<file path="src/rtl/uartfb_pkg.sv">
`timescale 1ns / 1ps
// ----------------------------------------------------------------------------
// uartfb_pkg
// Types and constants shared by the UART FIFO bus device core and its testbench.
// ----------------------------------------------------------------------------
package uartfb_pkg;

  localparam int unsigned RxDepthDefault = 16;
  localparam int unsigned TxDepthDefault = 16;

  // transaction mode codes
  localparam logic [1:0] MODE_READ  = 2'd0;
  localparam logic [1:0] MODE_WRITE = 2'd1;
  localparam logic [1:0] MODE_TICK  = 2'd2;

  // bus register offsets
  localparam logic [31:0] ADDR_DATA   = 32'd0;
  localparam logic [31:0] ADDR_STATUS = 32'd1;

  localparam logic [3:0] SIZE_BYTE = 4'd1;

  localparam logic [7:0] HALT_BYTE = 8'h17;  // control-W from the host

  localparam int unsigned STAT_RX_AVAIL_BIT = 0;
  localparam int unsigned STAT_TX_FULL_BIT  = 1;

  typedef struct packed {
    logic [1:0]  mode;
    logic [31:0] address;
    logic [3:0]  access_size;
    logic [7:0]  write_data;
    logic        host_valid;
    logic [7:0]  host_byte;
  } req_t;

  typedef struct packed {
    logic [7:0] read_data;
    logic       access_error;
    logic       line_valid;
    logic [7:0] line_byte;
    logic       halt_request;
  } rsp_t;

  typedef enum logic {
    ST_IDLE,
    ST_READ
  } state_e;

endpackage

</file>
<file path="src/rtl/uart_fifo_bus_device_core.sv">
`timescale 1ns / 1ps
// ----------------------------------------------------------------------------
// uart_fifo_bus_device_core
// Bus-attached UART with receive and transmit ring FIFOs held in RAM.
// ----------------------------------------------------------------------------
// Result: the RAM read is registered at the accept edge, and the output register
//   is loaded from it in the read state once no held result is stalled.
// The input is stalled during the read state, so a new transaction waits for that RAM read.
// The next transaction is accepted while a finished result waits to be taken.
// Reset: FIFO pointers, state and valid flags clear; RAM contents are not reset.
module uart_fifo_bus_device_core
  import uartfb_pkg::*;
#(
  parameter int unsigned RxDepth = RxDepthDefault,
  parameter int unsigned TxDepth = TxDepthDefault
) (
  input  logic clk_i,
  input  logic rst_ni,
  input  logic in_valid_i,
  output logic in_stall_o,
  input  req_t in_data_i,
  output logic out_valid_o,
  input  logic out_stall_i,
  output rsp_t out_data_o
);

  localparam int unsigned RxPw = $clog2(RxDepth);
  localparam int unsigned TxPw = $clog2(TxDepth);
  localparam logic [RxPw-1:0] RxLast = RxPw'(RxDepth - 1);
  localparam logic [TxPw-1:0] TxLast = TxPw'(TxDepth - 1);

  typedef struct packed {
    logic [7:0] status;
    logic       err;
    logic       halt;
    logic       rx_pop;
    logic       tx_drain;
  } pend_t;

  state_e state_q, state_d;
  logic [RxPw-1:0] rx_wr_q, rx_wr_d, rx_rd_q, rx_rd_d;
  logic [TxPw-1:0] tx_wr_q, tx_wr_d, tx_rd_q, tx_rd_d;
  pend_t pend_q, pend_d;
  rsp_t  out_q, out_d;
  logic  out_valid_q, out_valid_d;

  logic [RxPw-1:0] rx_wr_nxt, rx_rd_nxt;
  logic [TxPw-1:0] tx_wr_nxt, tx_rd_nxt;
  logic rx_empty, rx_full, tx_empty, tx_full;
  logic accept, size_ok, is_data, is_status, is_halt;
  logic rx_push, rx_pop, tx_push, tx_drain;
  logic [7:0] rx_rdata, tx_rdata;

  assign rx_wr_nxt = (rx_wr_q == RxLast) ? '0 : rx_wr_q + 1'b1;
  assign rx_rd_nxt = (rx_rd_q == RxLast) ? '0 : rx_rd_q + 1'b1;
  assign tx_wr_nxt = (tx_wr_q == TxLast) ? '0 : tx_wr_q + 1'b1;
  assign tx_rd_nxt = (tx_rd_q == TxLast) ? '0 : tx_rd_q + 1'b1;

  assign rx_empty = (rx_rd_q == rx_wr_q);
  assign rx_full  = (rx_wr_nxt == rx_rd_q);
  assign tx_empty = (tx_rd_q == tx_wr_q);
  assign tx_full  = (tx_wr_nxt == tx_rd_q);

  assign in_stall_o = (state_q != ST_IDLE);
  assign accept     = in_valid_i && !in_stall_o;

  assign size_ok   = (in_data_i.access_size == SIZE_BYTE);
  assign is_data   = size_ok && (in_data_i.address == ADDR_DATA);
  assign is_status = size_ok && (in_data_i.address == ADDR_STATUS);
  assign is_halt   = in_data_i.host_valid && (in_data_i.host_byte == HALT_BYTE);

  // decode one transaction against the current pointers
  always_comb begin
    pend_d  = '0;
    rx_push = 1'b0;
    rx_pop  = 1'b0;
    tx_push = 1'b0;
    tx_drain = 1'b0;
    unique case (in_data_i.mode)
      MODE_READ: begin
        if (is_data) begin
          rx_pop     = !rx_empty;
          pend_d.err = rx_empty;
        end else if (is_status) begin
          pend_d.status[STAT_RX_AVAIL_BIT] = !rx_empty;
          pend_d.status[STAT_TX_FULL_BIT]  = tx_full;
        end else begin
          pend_d.err = 1'b1;
        end
      end
      MODE_WRITE: begin
        if (is_data) begin
          tx_push    = !tx_full;
          pend_d.err = tx_full;
        end else if (!is_status) begin
          pend_d.err = 1'b1;
        end
      end
      MODE_TICK: begin
        if (is_halt) begin
          pend_d.halt = 1'b1;
        end else begin
          rx_push  = in_data_i.host_valid && !rx_full;
          tx_drain = !tx_empty;
        end
      end
      default: begin
      end
    endcase
    pend_d.rx_pop   = rx_pop;
    pend_d.tx_drain = tx_drain;
  end

  // pointers advance at accept; reads and writes of one transaction never
  // touch the same entry, and any later read comes at a later edge than the write
  always_comb begin
    rx_wr_d = rx_wr_q;
    rx_rd_d = rx_rd_q;
    tx_wr_d = tx_wr_q;
    tx_rd_d = tx_rd_q;
    if (accept) begin
      if (rx_push)  rx_wr_d = rx_wr_nxt;
      if (rx_pop)   rx_rd_d = rx_rd_nxt;
      if (tx_push)  tx_wr_d = tx_wr_nxt;
      if (tx_drain) tx_rd_d = tx_rd_nxt;
    end
  end

  uartfb_ram #(
    .Width(8),
    .Depth(RxDepth)
  ) u_rx_ram (
    .clk_i  (clk_i),
    .we_i   (accept && rx_push),
    .waddr_i(rx_wr_q),
    .wdata_i(in_data_i.host_byte),
    .re_i   (accept && rx_pop),
    .raddr_i(rx_rd_q),
    .rdata_o(rx_rdata)
  );

  uartfb_ram #(
    .Width(8),
    .Depth(TxDepth)
  ) u_tx_ram (
    .clk_i  (clk_i),
    .we_i   (accept && tx_push),
    .waddr_i(tx_wr_q),
    .wdata_i(in_data_i.write_data),
    .re_i   (accept && tx_drain),
    .raddr_i(tx_rd_q),
    .rdata_o(tx_rdata)
  );

  // sequencer: accept, then merge RAM data into the output register
  always_comb begin
    state_d     = state_q;
    out_valid_d = out_valid_q;
    out_d       = out_q;
    if (out_valid_q && !out_stall_i) begin
      out_valid_d = 1'b0;
    end
    unique case (state_q)
      ST_IDLE: begin
        if (accept) begin
          state_d = ST_READ;
        end
      end
      ST_READ: begin
        if (!out_valid_q || !out_stall_i) begin
          out_d.read_data    = pend_q.rx_pop ? rx_rdata : pend_q.status;
          out_d.access_error = pend_q.err;
          out_d.line_valid   = pend_q.tx_drain;
          out_d.line_byte    = pend_q.tx_drain ? tx_rdata : 8'h00;
          out_d.halt_request = pend_q.halt;
          out_valid_d        = 1'b1;
          state_d            = ST_IDLE;
        end
      end
      default: begin
        state_d = ST_IDLE;
      end
    endcase
  end

  always_ff @(posedge clk_i or negedge rst_ni) begin
    if (!rst_ni) begin
      state_q     <= ST_IDLE;
      out_valid_q <= 1'b0;
      rx_wr_q     <= '0;
      rx_rd_q     <= '0;
      tx_wr_q     <= '0;
      tx_rd_q     <= '0;
    end else begin
      state_q     <= state_d;
      out_valid_q <= out_valid_d;
      rx_wr_q     <= rx_wr_d;
      rx_rd_q     <= rx_rd_d;
      tx_wr_q     <= tx_wr_d;
      tx_rd_q     <= tx_rd_d;
    end
  end

  always_ff @(posedge clk_i) begin
    if (accept) begin
      pend_q <= pend_d;
    end
    out_q <= out_d;
  end

  assign out_valid_o = out_valid_q;
  assign out_data_o  = out_q;

  // accepted transaction always moves the sequencer to the RAM read cycle
  assert property (@(posedge clk_i) disable iff (!rst_ni)
    accept |=> (state_q == ST_READ))
    else $error("accepted transaction did not start a read cycle");

  // a transaction pops the receive FIFO or drains the transmit FIFO, never both
  assert property (@(posedge clk_i) disable iff (!rst_ni)
    (state_q == ST_READ) |-> !(pend_q.rx_pop && pend_q.tx_drain))
    else $error("pop and drain pending together");

  // a halt tick neither drains nor reports bus data
  assert property (@(posedge clk_i) disable iff (!rst_ni)
    (out_valid_o && out_data_o.halt_request) |->
      (!out_data_o.line_valid && (out_data_o.read_data == 8'h00)))
    else $error("halt result carries data");

  // failed access returns zero data
  assert property (@(posedge clk_i) disable iff (!rst_ni)
    (out_valid_o && out_data_o.access_error) |-> (out_data_o.read_data == 8'h00))
    else $error("error result carries data");

  // the pointer-equal empty test must never see an overfilled FIFO
  assert property (@(posedge clk_i) disable iff (!rst_ni)
    (accept && rx_push) |=> (rx_wr_q != rx_rd_q))
    else $error("receive push left FIFO looking empty");

endmodule

</file>
<file path="src/rtl/uartfb_ram.sv">
`timescale 1ns / 1ps
// ----------------------------------------------------------------------------
// uartfb_ram
// Generic single-write, single-read RAM with a registered read port.
// ----------------------------------------------------------------------------
module uartfb_ram #(
  parameter int unsigned Width = 8,
  parameter int unsigned Depth = 16
) (
  input  logic                     clk_i,
  input  logic                     we_i,
  input  logic [$clog2(Depth)-1:0] waddr_i,
  input  logic [Width-1:0]         wdata_i,
  input  logic                     re_i,
  input  logic [$clog2(Depth)-1:0] raddr_i,
  output logic [Width-1:0]         rdata_o
);

  logic [Width-1:0] mem_q [Depth];
  logic [Width-1:0] rdata_q;

  always_ff @(posedge clk_i) begin
    if (we_i) begin
      mem_q[waddr_i] <= wdata_i;
    end
    // read data holds until the next read
    if (re_i) begin
      rdata_q <= mem_q[raddr_i];
    end
  end

  assign rdata_o = rdata_q;

endmodule

</file>
<file path="config.mk">
export PLATFORM = sky130hd
export DESIGN_NAME = uart_fifo_bus_device_core
export DESIGN_NICKNAME = d
export VERILOG_FILES = /design/src/rtl/uartfb_pkg.sv /design/src/rtl/uart_fifo_bus_device_core.sv /design/src/rtl/uartfb_ram.sv
export SDC_FILE = /design/constraint.sdc
export NUM_CORES = 1
export LEC_CHECK = 0
export BUFFER_PORTS_ARGS = -buffer_cell sky130_fd_sc_hd__buf_2
export CAP_MARGIN = 40
export CORE_AREA = 2 2 157 175
export CTS_CLUSTER_SIZE = 40
export DETAILED_ROUTE_END_ITERATION = 6
export DIE_AREA = 0 0 159 177
export PLACE_DENSITY = 0.66
export RECOVER_POWER = 100
export SLEW_MARGIN = 0
export SYNTH_ARGS = -nofsm -noshare
export SYNTH_HDL_FRONTEND = slang
export SYNTH_SLANG_ARGS = --single-unit
</file>
<file path="constraint.sdc">
create_clock -name clk_i -period 5.3 [get_ports clk_i]
set_input_delay 1.06 -clock clk_i [delete_from_list [all_inputs] [get_ports clk_i]]
set_output_delay 1.06 -clock clk_i [all_outputs]
set_load 0.01 [all_outputs]
</file>
# After elaboration in Yosys (flattened, before gate mapping)
# Memory sizes are Yosys's and may differ from the RTL's. A register that Yosys moved wholly into a read port is not among the register bits.
# Cells that the tools add are included.
[classes]
n_eq_ne = 13
add_sub_neg = 4
muxes = 28
n_reduce_logical = 26
bitwise_logic = 3
[op_table]
columns = ["op", "n"]
rows = [
  ["32-bit by 1-bit equality test with 1-bit output (second input constant)", 1],
  ["32-bit logical NOT", 1],
  ["1-bit two-way mux", 21],
  ["4-bit by 1-bit adder with 4-bit output (second input constant)", 4],
  ["4-bit equality test", 4],
  ["4-bit equality test (second input constant)", 4],
  ["4-bit two-way mux", 4],
  ["1-bit logical AND", 10],
  ["2-bit AND reduction", 5],
  ["8-bit by 5-bit equality test with 1-bit output (second input constant)", 1],
  ["1-bit logical NOT", 7],
  ["4-bit by 1-bit equality test with 1-bit output (second input constant)", 1],
  ["1-bit one-hot mux with 2 select lines", 2],
  ["1-bit inverter", 3],
  ["3-bit OR reduction", 1],
  ["2-bit by 1-bit equality test with 1-bit output (second input constant)", 1],
  ["2-bit equality test (second input constant)", 1],
  ["2-bit logical NOT", 1],
  ["2-bit two-way mux", 1],
  ["1-bit logical OR", 1],
]
[totals]
word_cells = 93
out_inout_bits = 21
memories = 2
reg_bits = 43
input_bits = 59
mem_bits_rw = 256
[mem_list]
columns = ["memory", "words", "word_bits", "read_ports", "rd_clocked_by_memory_dff", "write_ports", "line", "text"]
rows = [
  ["u_rx_ram.mem_q", 16, 8, 1, 1, 1, "uartfb_ram.sv:19", "logic [Width-1:0] mem_q [Depth];"],
  ["u_tx_ram.mem_q", 16, 8, 1, 1, 1, "uartfb_ram.sv:19", ""],
]

# Depth between registers and ports, before layout
# Gate-level depths: netlist (run 1).
[logic_depth]
depth_word = 10
ltp_mapped = 8
depth_no_buf = 6

# Cells and area by module
# A second synthesis (run 1) with hierarchy kept.
[unflattened]
hier_cells = 632
area_unflattened_um2 = 12692.2
[by_module_without_submodules]
columns = ["module", "seq_area_each_um2", "cells_each", "instances", "area_per_inst_um2"]
rows = [
  ["uartfb_ram", 4083.9, 229, 2, 5227.5],
  ["uart_fifo_bus_device_core", 1201.2, 174, 1, 2237.1],
]

# Worst setup path before layout (run 1)
# Ideal clock, no wire load.
[synth_timing]
path_kind = "input port to flip-flop"
startpoint = "in out_stall_i"
endpoint = "reg out_q, in the netlist out_data_o[0] (enable)"
path_stages = 1
slack_ns = 2.390
t_required_ns = 4.876
n_path_buf = 0
t_arrival_ns = 2.486
setup_time_ns = 0.424
path_cell_list = "a21boi_0"
[synth_via]
elab_chain_cells = 3
[synth_lines]
columns = ["item", "line", "text"]
rows = [
  ["start, declared", "uart_fifo_bus_device_core.sv:23", "input logic out_stall_i,"],
  ["1-bit logical NOT", "uart_fifo_bus_device_core.sv:170", "if (!out_valid_q || !out_stall_i) begin"],
  ["1-bit logical OR", "uart_fifo_bus_device_core.sv:170", ""],
  ["2-bit AND reduction (no source line)", "n/a", ""],
  ["end signal, assigned", "uart_fifo_bus_device_core.sv:208", "out_q <= out_d;"],
  ["end, declared", "uart_fifo_bus_device_core.sv:44", "rsp_t out_q, out_d;"],
]
# No other way between the ends.
# A chain may end at the register's enable or synchronous reset.

# Worst setup path in the final report (run 1)
[layout_timing]
startpoint = "reg rx_rd_q[0]"
endpoint = "reg u_rx_ram.rdata_q[2], in the netlist u_rx_ram.rdata_o[2] (read register of u_rx_ram.mem_q), data pin"
[layout_via]
elab_chain_cells = 5
[layout_lines]
columns = ["item", "line", "text"]
rows = [
  ["start, declared", "uart_fifo_bus_device_core.sv:41", "logic [RxPw-1:0] rx_wr_q, rx_wr_d, rx_rd_q, rx_rd_d;"],
  ["start signal, assigned", "uart_fifo_bus_device_core.sv:198", "rx_rd_q <= rx_rd_d;"],
  ["4-bit equality test", "uart_fifo_bus_device_core.sv:59", "assign rx_empty = (rx_rd_q == rx_wr_q);"],
  ["1-bit logical NOT", "uart_fifo_bus_device_core.sv:82", "rx_pop = !rx_empty;"],
  ["1-bit two-way mux", "uart_fifo_bus_device_core.sv:81", "if (is_data) begin"],
  ["1-bit two-way mux", "uart_fifo_bus_device_core.sv:79", "unique case (in_data_i.mode)"],
  ["1-bit logical AND", "uart_fifo_bus_device_core.sv:137", ".re_i (accept && rx_pop),"],
  ["end, declared", "uartfb_ram.sv:20", "logic [Width-1:0] rdata_q;"],
]
# Parallel ways exist; a longest one is shown, timed or not.

==> results.ini, run 1 <==
[finish]
nNetsFinal=769
diodes=0
drive_gt1_share_pct=24.5
stdcell_count=1074
final_cell_mix=edfxtp_1, mux4_2, clkbuf_1
num-fill-cells=2075
area_growth_pct=12.2
layout_commonest_cell=edfxtp_1

[critical_path]
critPathCaptureType=flop
critPathBufInv=1
cp_common_cell=mux4_2
crit_chain=clkbuf_1 > mux4_2 > mux4_2
cp_top_family=multiplexers
critical_path.slowest_cell=dfrtp_1
required_ns=5.57
critPathMaxStageDelay_ns=1.20
critPathLaunchType=flop
critPathKind=flop to flop
critPathMaxFanout=23
crit_arrival_ns=4.10

[synth]
synth_area_mm2=0.0127
yosysUniqueCellTypes=57
synth_fp_nets=678
synth_edf_count=297
syn_avg_cell_area_um2=20.9
async_reset_ff_share_pct=5.71
synthCells=608
ys_ff_latch=315
yosysSeqAreaShare_pct=73.6
ys.flop_type=edfxtp_1
yosys_warnings=0

[floorplan]
start_util_pct=48.1
core-area_mm2=0.0265
pin_count=80
die_h_um=177
core.rowCount=63
die_area_mm2=0.0281
die_w_um=159

[placed_design]
numPortBuffers=79
place_inst=1024
gp_congestion=0.846
dpl.hpwl_mm=17.6

[sta]
finalClockSkew_ns=0.0319
maxSlewHeadroom_pct=4.44
max_freq_mhz=261
finalHoldViolations=0
tns_ns=0
finalCriticalPeriod_ns=3.84
worst_pin_slew_ns=1.42
rsz0062_at_grt=false
period_share_pct=72.4
setup_viol=0
slew_viol_final=0

[global_routing]
grt_use_met3_pct=3.68
grt_pass1_vias=6485
grt.total_usage_pct=18.7
grt.busiest_layer=met2
grt_pass1_wl_mm=39.7
antenna_found_initial=0
grt_remaining_overflow=0
met1_usage_pct=25.3
grt_max_degree=34
grt_use_met2_pct=31.3

[clock_network]
clkSinkCount=315
post_cts_buffers=0
holdBufCountCts=0
htree_levels=1
numCtsBuffers=30
clock_latency_ns=0.56
ctsResizeCount=0
cts_tree=yes
root_buffer=clkbuf_16
clk_pin_slew_ns=0.06
cts.path.max_buffers=3

[detailed_routing]
ant_nets=0
via_per_inst=5.79
drc=0
dr.pass1.iters=4
via_count=6221
drt_iter0_markers=421
routedWlPerCell_um=24.3
drt-total-wl_mm=26.1

[power]
power_w=0.00568
p_leak_nw=4.70
powerDensity_mw_per_mm2=397
vdd_drop_max_mv=0.306

[hold_path]
hold_path_class=flop to flop

[job]
drv_cap=0

[status]
status=finished clean

## cells by family (layout without fill, tap and decap cells)
kind of cell,after synthesis,after routing,synth area share (%)
buf+inv,37,146,1.68
flops,315,315,73.6
xor+xnor,20,20,1.43
simple gates,108,108,5.39
compound gates,29,29,2.00
fa+ha+maj,11,11,1.08
mux,88,88,14.9
## through the flow
| stage | area (µm²) | setup WS (ns) | hold WS [ns] | util (%) |
|---|---|---|---|---|
| floorplan | 12700 | 2.39 | 0.400 | - |
| global placement | 13500 | 2.00 | 0.402 | 50.8 |
| detailed placement | 13500 | 1.95 | 0.408 | 50.8 |
| CTS | 14400 | 2.39 | 0.420 | 54.3 |
| global route | 14300 | 1.11 | 0.435 | 54.0 |
| finish | 14300 | 1.46 | 0.422 | 54.0 |
## report_power, final
group	internal, W	switching, W
clock	0.00113	0.000864
sequential	0.00280	0.000140
combinational	0.000379	0.000360
total	0.00431	0.00136
## routing by layer
layer,up-vias,share of wire [%]
li1,2689,-
met1,3221,41
met2,263,50
met3,48,7.1
met4,0,2.5
met5,-,0
## state kept, by name, summed over array words and instances, names as in the netlist
name / flops
u_tx_ram.mem_q: 128
out_data_o: 19
in_stall_o: 1
u_tx_ram.rdata_o: 8
tx_wr_q: 4
rx_rd_q: 4
out_valid_o: 1
u_rx_ram.rdata_o: 8
u_rx_ram.mem_q: 128
rx_wr_q: 4
pend_q: 6
tx_rd_q: 4
## cell type report
| type | count | area, µm² | share of cell area (%) |
|---|---|---|---|
| tap | 357 | 447 | 3.12 |
| clock inverter | 15 | 153 | 1.07 |
| inverter | 11 | 41.3 | 0.289 |
| clock buffer | 35 | 769 | 5.38 |
| timing repair buffer | 85 | 379 | 2.65 |
| sequential | 315 | 9370 | 65.5 |
| multi-input combinational | 256 | 3140 | 22.0 |
## final timing paths
kind / from / to / slack [ns] / cells past startpoint
setup / recovery: rx_rd_q[0] / u_rx_ram.rdata_o[2] / 1.46 / 3
hold / removal: pend_q[2] / out_data_o[0] / 0.42 / 0
setup reg to reg: rx_rd_q[0] / u_rx_ram.rdata_o[2] / 1.46 / 3
hold reg to reg: pend_q[2] / out_data_o[0] / 0.42 / 0
max in group asynchronous: rst_ni / rx_rd_q[3] / 4.04 / 1
min in group asynchronous: rst_ni / tx_rd_q[3] / 0.64 / 1
## synth_stat cells, types with 5 or more instances
library cell / instances / share of area, %
and2_1: 23 / 1.1
and3_1: 32 / 1.6
buf_4: 5 / 0.29
buf_6: 7 / 0.62
clkbuf_1: 9 / 0.27
dfrtp_1: 18 / 3.5
edfxtp_1: 297 / 70
ha_1: 11 / 1.1
inv_1: 11 / 0.32
mux2_1: 6 / 0.53
mux4_2: 80 / 14
nand2_1: 10 / 0.29
nand3_1: 5 / 0.20
nor2_1: 7 / 0.21
nor4_1: 6 / 0.29
xnor2_1: 9 / 0.62
xor2_1: 10 / 0.69
Power figures use the tool's default switching activity.
==> inputs of run 2 (changes only) <==
- ABC_AREA: default -> 1
- CORE_AREA: 2 2 157 175 -> 2 2 159 176
- DIE_AREA: 0 0 159 177 -> 0 0 161 178
- PLACE_DENSITY: 0.66 -> 0.68
- clock period: 5.3 -> 3.4 ns (I/O delays scaled with it)
==> results.ini, run 2 <==
[detailed_routing]
drc=0  ; unchanged
ant_nets=0  ; unchanged
drt_iter0_markers=906  ; +120%
drt-total-wl_mm=29.7  ; +14%
via_per_inst=5.54  ; -4.4%
via_count=8643  ; +39%
routedWlPerCell_um=19.0  ; -22%
dr.pass1.iters=5  ; +1

[finish]
nNetsFinal=1250  ; +63%
num-fill-cells=2220  ; +7.0%
area_growth_pct=13.9
layout_commonest_cell=edfxtp_1
diodes=0  ; unchanged
final_cell_mix=edfxtp_1, nor2_1, o21ai_0
design_area_mm2=0.0148  ; +3.6%
drive_gt1_share_pct=9.31  ; -15 points

[synth]
syn_avg_cell_area_um2=12.1  ; -42%
ys.flop_type=edfxtp_1
yosysSeqAreaShare_pct=72.1  ; -1.5 points
ys_top_cells_by_count=edfxtp_1, nor2_1, o21ai_0
synth_fp_nets=1142  ; +68%
yosysUniqueCellTypes=34  ; -40%
async_reset_ff_share_pct=5.71  ; unchanged
ys_ff_latch=315  ; unchanged
synth_edf_count=297  ; unchanged
synth_area_mm2=0.0130  ; +2.1%
yosys-top-cells-area=edfxtp_1, nor2_1, o21ai_0
synth.most_common_cell=edfxtp_1
yosysTopAreaCellShare_pct=68.6  ; -1.4 points
yosys.area.top_type=edfxtp_1
synthCells=1072  ; +76%
yosys_warnings=0  ; unchanged

[global_routing]
antenna_found_initial=0  ; unchanged
grt_pass1_wl_mm=45.4  ; +14%
grt_max_degree=69  ; +100%
grt_pass1_vias=8232  ; +27%
grt_remaining_overflow=0  ; unchanged
grt.total_usage_pct=20.5  ; +1.8 points

[clock_network]
clkSinkCount=315  ; unchanged
holdBufCountCts=0  ; unchanged
cts_tree=yes
htree_levels=1  ; unchanged
numCtsBuffers=30  ; unchanged
post_cts_buffers=0  ; unchanged
root_buffer=clkbuf_16
cts.path.max_buffers=3  ; unchanged
clk_pin_slew_ns=0.07  ; about the same
clock_latency_ns=0.58  ; +0.02 ns
ctsResizeCount=0  ; unchanged

[power]
p_leak_nw=5.15  ; +9.6%
powerDensity_mw_per_mm2=638  ; +61%
power_w=0.00944  ; +66%
vdd_drop_max_mv=0.476  ; +56%

[floorplan]
die_h_um=178  ; +0.56%
start_util_pct=48.5  ; +0.42 points
pin_count=80  ; unchanged
die_w_um=161  ; +1.3%
core-area_mm2=0.0268  ; +1.2%
core.rowCount=63  ; unchanged
die_area_mm2=0.0287  ; +1.8%

[sta]
max_freq_mhz=347  ; +33%
rsz0062_at_grt=false
finalHoldViolations=0  ; unchanged
period_share_pct=84.8  ; +12 points
setup_viol=0  ; unchanged
worst_pin_slew_ns=1.37  ; -0.0495 ns
maxSlewHeadroom_pct=8.59  ; +4.1 points
tns_ns=0  ; unchanged
finalClockSkew_ns=0.0403  ; +0.00835 ns
slew_viol_final=0  ; unchanged
finalCriticalPeriod_ns=2.88  ; -0.956 ns

[critical_path]
crit_arrival_ns=3.06  ; -1.04 ns
critPathLaunchType=flop
critPathKind=flop to flop
critPathCaptureType=flop
critPathMaxFanout=68  ; +200%
required_ns=3.57  ; -2.00 ns

[placed_design]
place_area_mm2=0.0140  ; +4.1%
gp_congestion=0.846  ; about the same
dpl.hpwl_mm=19.1  ; +8.7%
numPortBuffers=79  ; unchanged

[hold_path]
hold_path_class=input pin to asynchronous set/reset pin

[status]
status=finished clean

[job]
drv_cap=0  ; unchanged

==> run 2: stage by stage <==
step / hold WS, ns / util [%] / instances / worst slack (ns)
global route: 0.352 / 55.3 / 1560 / 0.322
detailed placement: 0.406 / 52.3 / 1505 / 0.466
CTS: 0.0495 / 56.0 / 1560 / 0.770
global placement: 0.402 / 52.2 / 1503 / 0.509
finish: 0.276 / 55.3 / 1560 / 0.518
floorplan: 0.384 / - / 1072 / 1.10
==> run 2: layer usage <==
metal	track usage (%)	up-vias	part of all wire, %
met4	6.81	0	2.8
met5	0	-	0
met1	28.2	4149	42
li1	-	4073	-
met3	3.16	55	7.7
met2	33.9	366	47
==> run 2: cell type report <==
cell class / count / area [µm²] / share of cell area [%]
inverter: 55 / 206 / 1.39
sequential: 315 / 9370 / 63.3
multi-input combinational: 651 / 3190 / 21.5
clock inverter: 21 / 238 / 1.60
timing repair buffer: 127 / 599 / 4.05
tap: 357 / 447 / 3.02
clock buffer: 34 / 766 / 5.17
==> run 2: path summary, 6_finish.rpt <==
kind / slack (ns) / from / endpoint / cells after the start
max in group asynchronous: 2.41 / rst_ni / rx_rd_q[0] / 1
max reg2reg: 0.52 / rx_rd_q[0] / u_rx_ram.mem_q[9][3] / 7
min in group clk_i: 0.35 / out_stall_i / out_valid_o / 3
min reg2reg: 0.42 / pend_q[3] / out_data_o[10] / 0
max: 0.52 / rx_rd_q[0] / u_rx_ram.mem_q[9][3] / 7
min: 0.28 / rst_ni / rx_wr_q[0] / 1
==> run 2: worst max-delay path: stages, from the launching register on <==
cell	delay, ns
dfrtp_2	0.41
clkbuf_2	0.72
nand2_1	0.27
a21oi_1	0.13
nand2_4	0.13
nand3_1	0.15
nor2_1	0.13
clkbuf_1	0.53
==> run 2: logic make-up (layout without fill, tap and decap cells) <==
logic type	after synthesis	count (layout)	share of synthesized area [%]
simple gates	410	410	13.0
flops	315	315	72.1
compound gates	217	217	9.76
buf+inv	106	237	3.23
fa+ha+maj	11	11	1.06
xor+xnor	11	11	0.741
mux	2	2	0.173
==> run 2: report_power, final <==
group          switching, W  internal, W
clock               0.00137      0.00199
combinational       0.00111     0.000500
sequential        0.0000920      0.00438
==> inputs of run 3 (changes only) <==
- clock period: 3.4 -> 2.55 ns (I/O delays scaled with it)
==> results.ini, run 3 (synthesized netlist as in run 2, its figures left out) <==
[status]
status=finished clean

[clock_network]
clk_pin_slew_ns=0.06  ; about the same
cts.path.max_buffers=3  ; unchanged
numCtsBuffers=31  ; +3.3%
clkSinkCount=315  ; unchanged
htree_levels=1  ; unchanged
cts_tree=yes
root_buffer=clkbuf_16
clock_latency_ns=0.55  ; -0.03 ns
post_cts_buffers=0  ; unchanged

[critical_path]
required_ns=2.81  ; -0.76 ns
crit_chain=inv_1 > ha_1 > xnor2_1 > nand3_1 > a21oi_2 > nand2_2 > nand3_1 > nor2_1 > buf_4
cp_common_cell=nand3_1
critPathKind=flop to flop
critPathMaxFanout=8  ; -88%
crit_arrival_ns=2.71  ; -0.35 ns
critical_path.slowest_cell=dfrtp_1
critPathMaxStageDelay_ns=0.50  ; -0.22 ns
critPathCaptureType=flop
critPathLaunchType=flop

[sta]
tns_ns=0  ; unchanged
slew_viol_final=0  ; unchanged
maxSlewHeadroom_pct=30.4  ; +22 points
finalCriticalPeriod_ns=2.45  ; -0.432 ns
rsz0062_at_grt=false
finalClockSkew_ns=0.00906  ; -0.0312 ns
period_share_pct=96.1  ; +11 points
worst_pin_slew_ns=1.04  ; -0.327 ns
max_freq_mhz=408  ; +18%
setup_viol=0  ; unchanged
finalHoldViolations=0  ; unchanged

[detailed_routing]
drt-total-wl_mm=31.1  ; +4.6%
dr.pass1.iters=5  ; unchanged
drc=0  ; unchanged
via_count=8764  ; +1.4%
routedWlPerCell_um=19.7  ; +3.3%
ant_nets=0  ; unchanged
via_per_inst=5.55  ; +0.12%
drt_iter0_markers=1125  ; +24%

[floorplan]
die_h_um=178  ; unchanged
core.rowCount=63  ; unchanged
start_util_pct=48.5  ; unchanged
core-area_mm2=0.0268  ; unchanged
die_area_mm2=0.0287  ; unchanged
die_w_um=161  ; unchanged
pin_count=80  ; unchanged

[finish]
layout_commonest_cell=edfxtp_1
num-fill-cells=2226  ; +0.27%
final_cell_mix=edfxtp_1, nor2_1, o21ai_0
drive_gt1_share_pct=12.4  ; +3.1 points
area_growth_pct=15.4
nNetsFinal=1271  ; +1.7%
diodes=0  ; unchanged

[job]
drv_cap=0  ; unchanged

[global_routing]
grt.total_usage_pct=21.6  ; +1.1 points
antenna_found_initial=0  ; unchanged
grt_max_degree=68  ; -1.4%
grt_remaining_overflow=0  ; unchanged
grt_pass1_wl_mm=47.4  ; +4.5%
grt_pass1_vias=8376  ; +1.7%

[power]
p_leak_nw=5.31  ; +3.1%
powerDensity_mw_per_mm2=843  ; +32%
power_w=0.0126  ; +34%
vdd_drop_max_mv=0.729  ; +53%

[placed_design]
numPortBuffers=79  ; unchanged
dpl.hpwl_mm=20.6  ; +7.9%
gp_congestion=0.890  ; +5.2%

[hold_path]
hold_path_class=input pin to flop

==> run 3: final cells by class <==
class	instances	area, µm²	area share (%)
Clock buffer	41	853	5.69
Clock inverter	14	150	1.00
Inverter	55	206	1.38
Multi-Input combinational cell	651	3200	21.3
Sequential cell	315	9370	62.5
Tap cell	357	447	2.98
Timing Repair Buffer	147	776	5.17
==> run 3: timing repair <==
item                                    CTS  global route
endpoints found under the setup margin    0            21
hold buffers                              1             0
resized for setup                         0             2
hold endpoints to repair                 18             0
==> run 3: metal layers <==
| metal | global-route usage, % | up-vias | part of all wire [%] |
|---|---|---|---|
| li1 | - | 4117 | - |
| met1 | 29.0 | 4211 | 40 |
| met2 | 36.1 | 370 | 49 |
| met3 | 3.44 | 66 | 7.7 |
| met4 | 7.66 | 0 | 3.2 |
| met5 | 0 | - | 0 |
==> run 3: worst max-delay path, delay by kind of cell (launching register included) <==
kind,cells,cell delay (ns)
xor gates and xnor gates,1,0.14
DFF,1,0.50
buffers and inverters,2,0.33
and+or+nand+nor,4,0.77
adders and majority gates,1,0.36
AOI/OAI and AO/OA,1,0.05
==> run 3: power by group <==
| group | internal [W] | switching (W) | total (W) |
|---|---|---|---|
| registers | 0.00584 | 0.000114 | 0.00595 |
| clock network | 0.00264 | 0.00185 | 0.00449 |
| logic | 0.000670 | 0.00154 | 0.00221 |
| total | 0.00915 | 0.00350 | 0.0126 |
==> run 3: through the flow <==
| step | hold slack [ns] | instance area (µm²) | instances | utilization, % | setup WS [ns] |
|---|---|---|---|---|---|
| after floorplan | 0.214 | 13000 | 1072 | - | 0.418 |
| after global placement | 0.400 | 14200 | 1523 | 52.8 | 0.0962 |
| after detailed placement | 0.406 | 14200 | 1524 | 52.8 | 0.0562 |
| after CTS | 0.186 | 15200 | 1580 | 56.6 | 0.133 |
| after global routing | 0.198 | 15000 | 1580 | 56.0 | 0.00264 |
| final | 0.193 | 15000 | 1580 | 56.0 | 0.100 |
==> run 3: final timing paths <==
check	start	end	slack [ns]	depth (start not counted)
max	tx_wr_q[0]	u_tx_ram.mem_q[3][1]	0.10	9
min	out_stall_i	out_valid_o	0.19	3
max reg2reg	tx_wr_q[0]	u_tx_ram.mem_q[3][1]	0.10	9
min reg2reg	pend_q[3]	out_data_o[10]	0.42	0
max in group asynchronous	rst_ni	rx_rd_q[0]	1.19	2
min in group asynchronous	rst_ni	tx_wr_q[2]	0.67	2
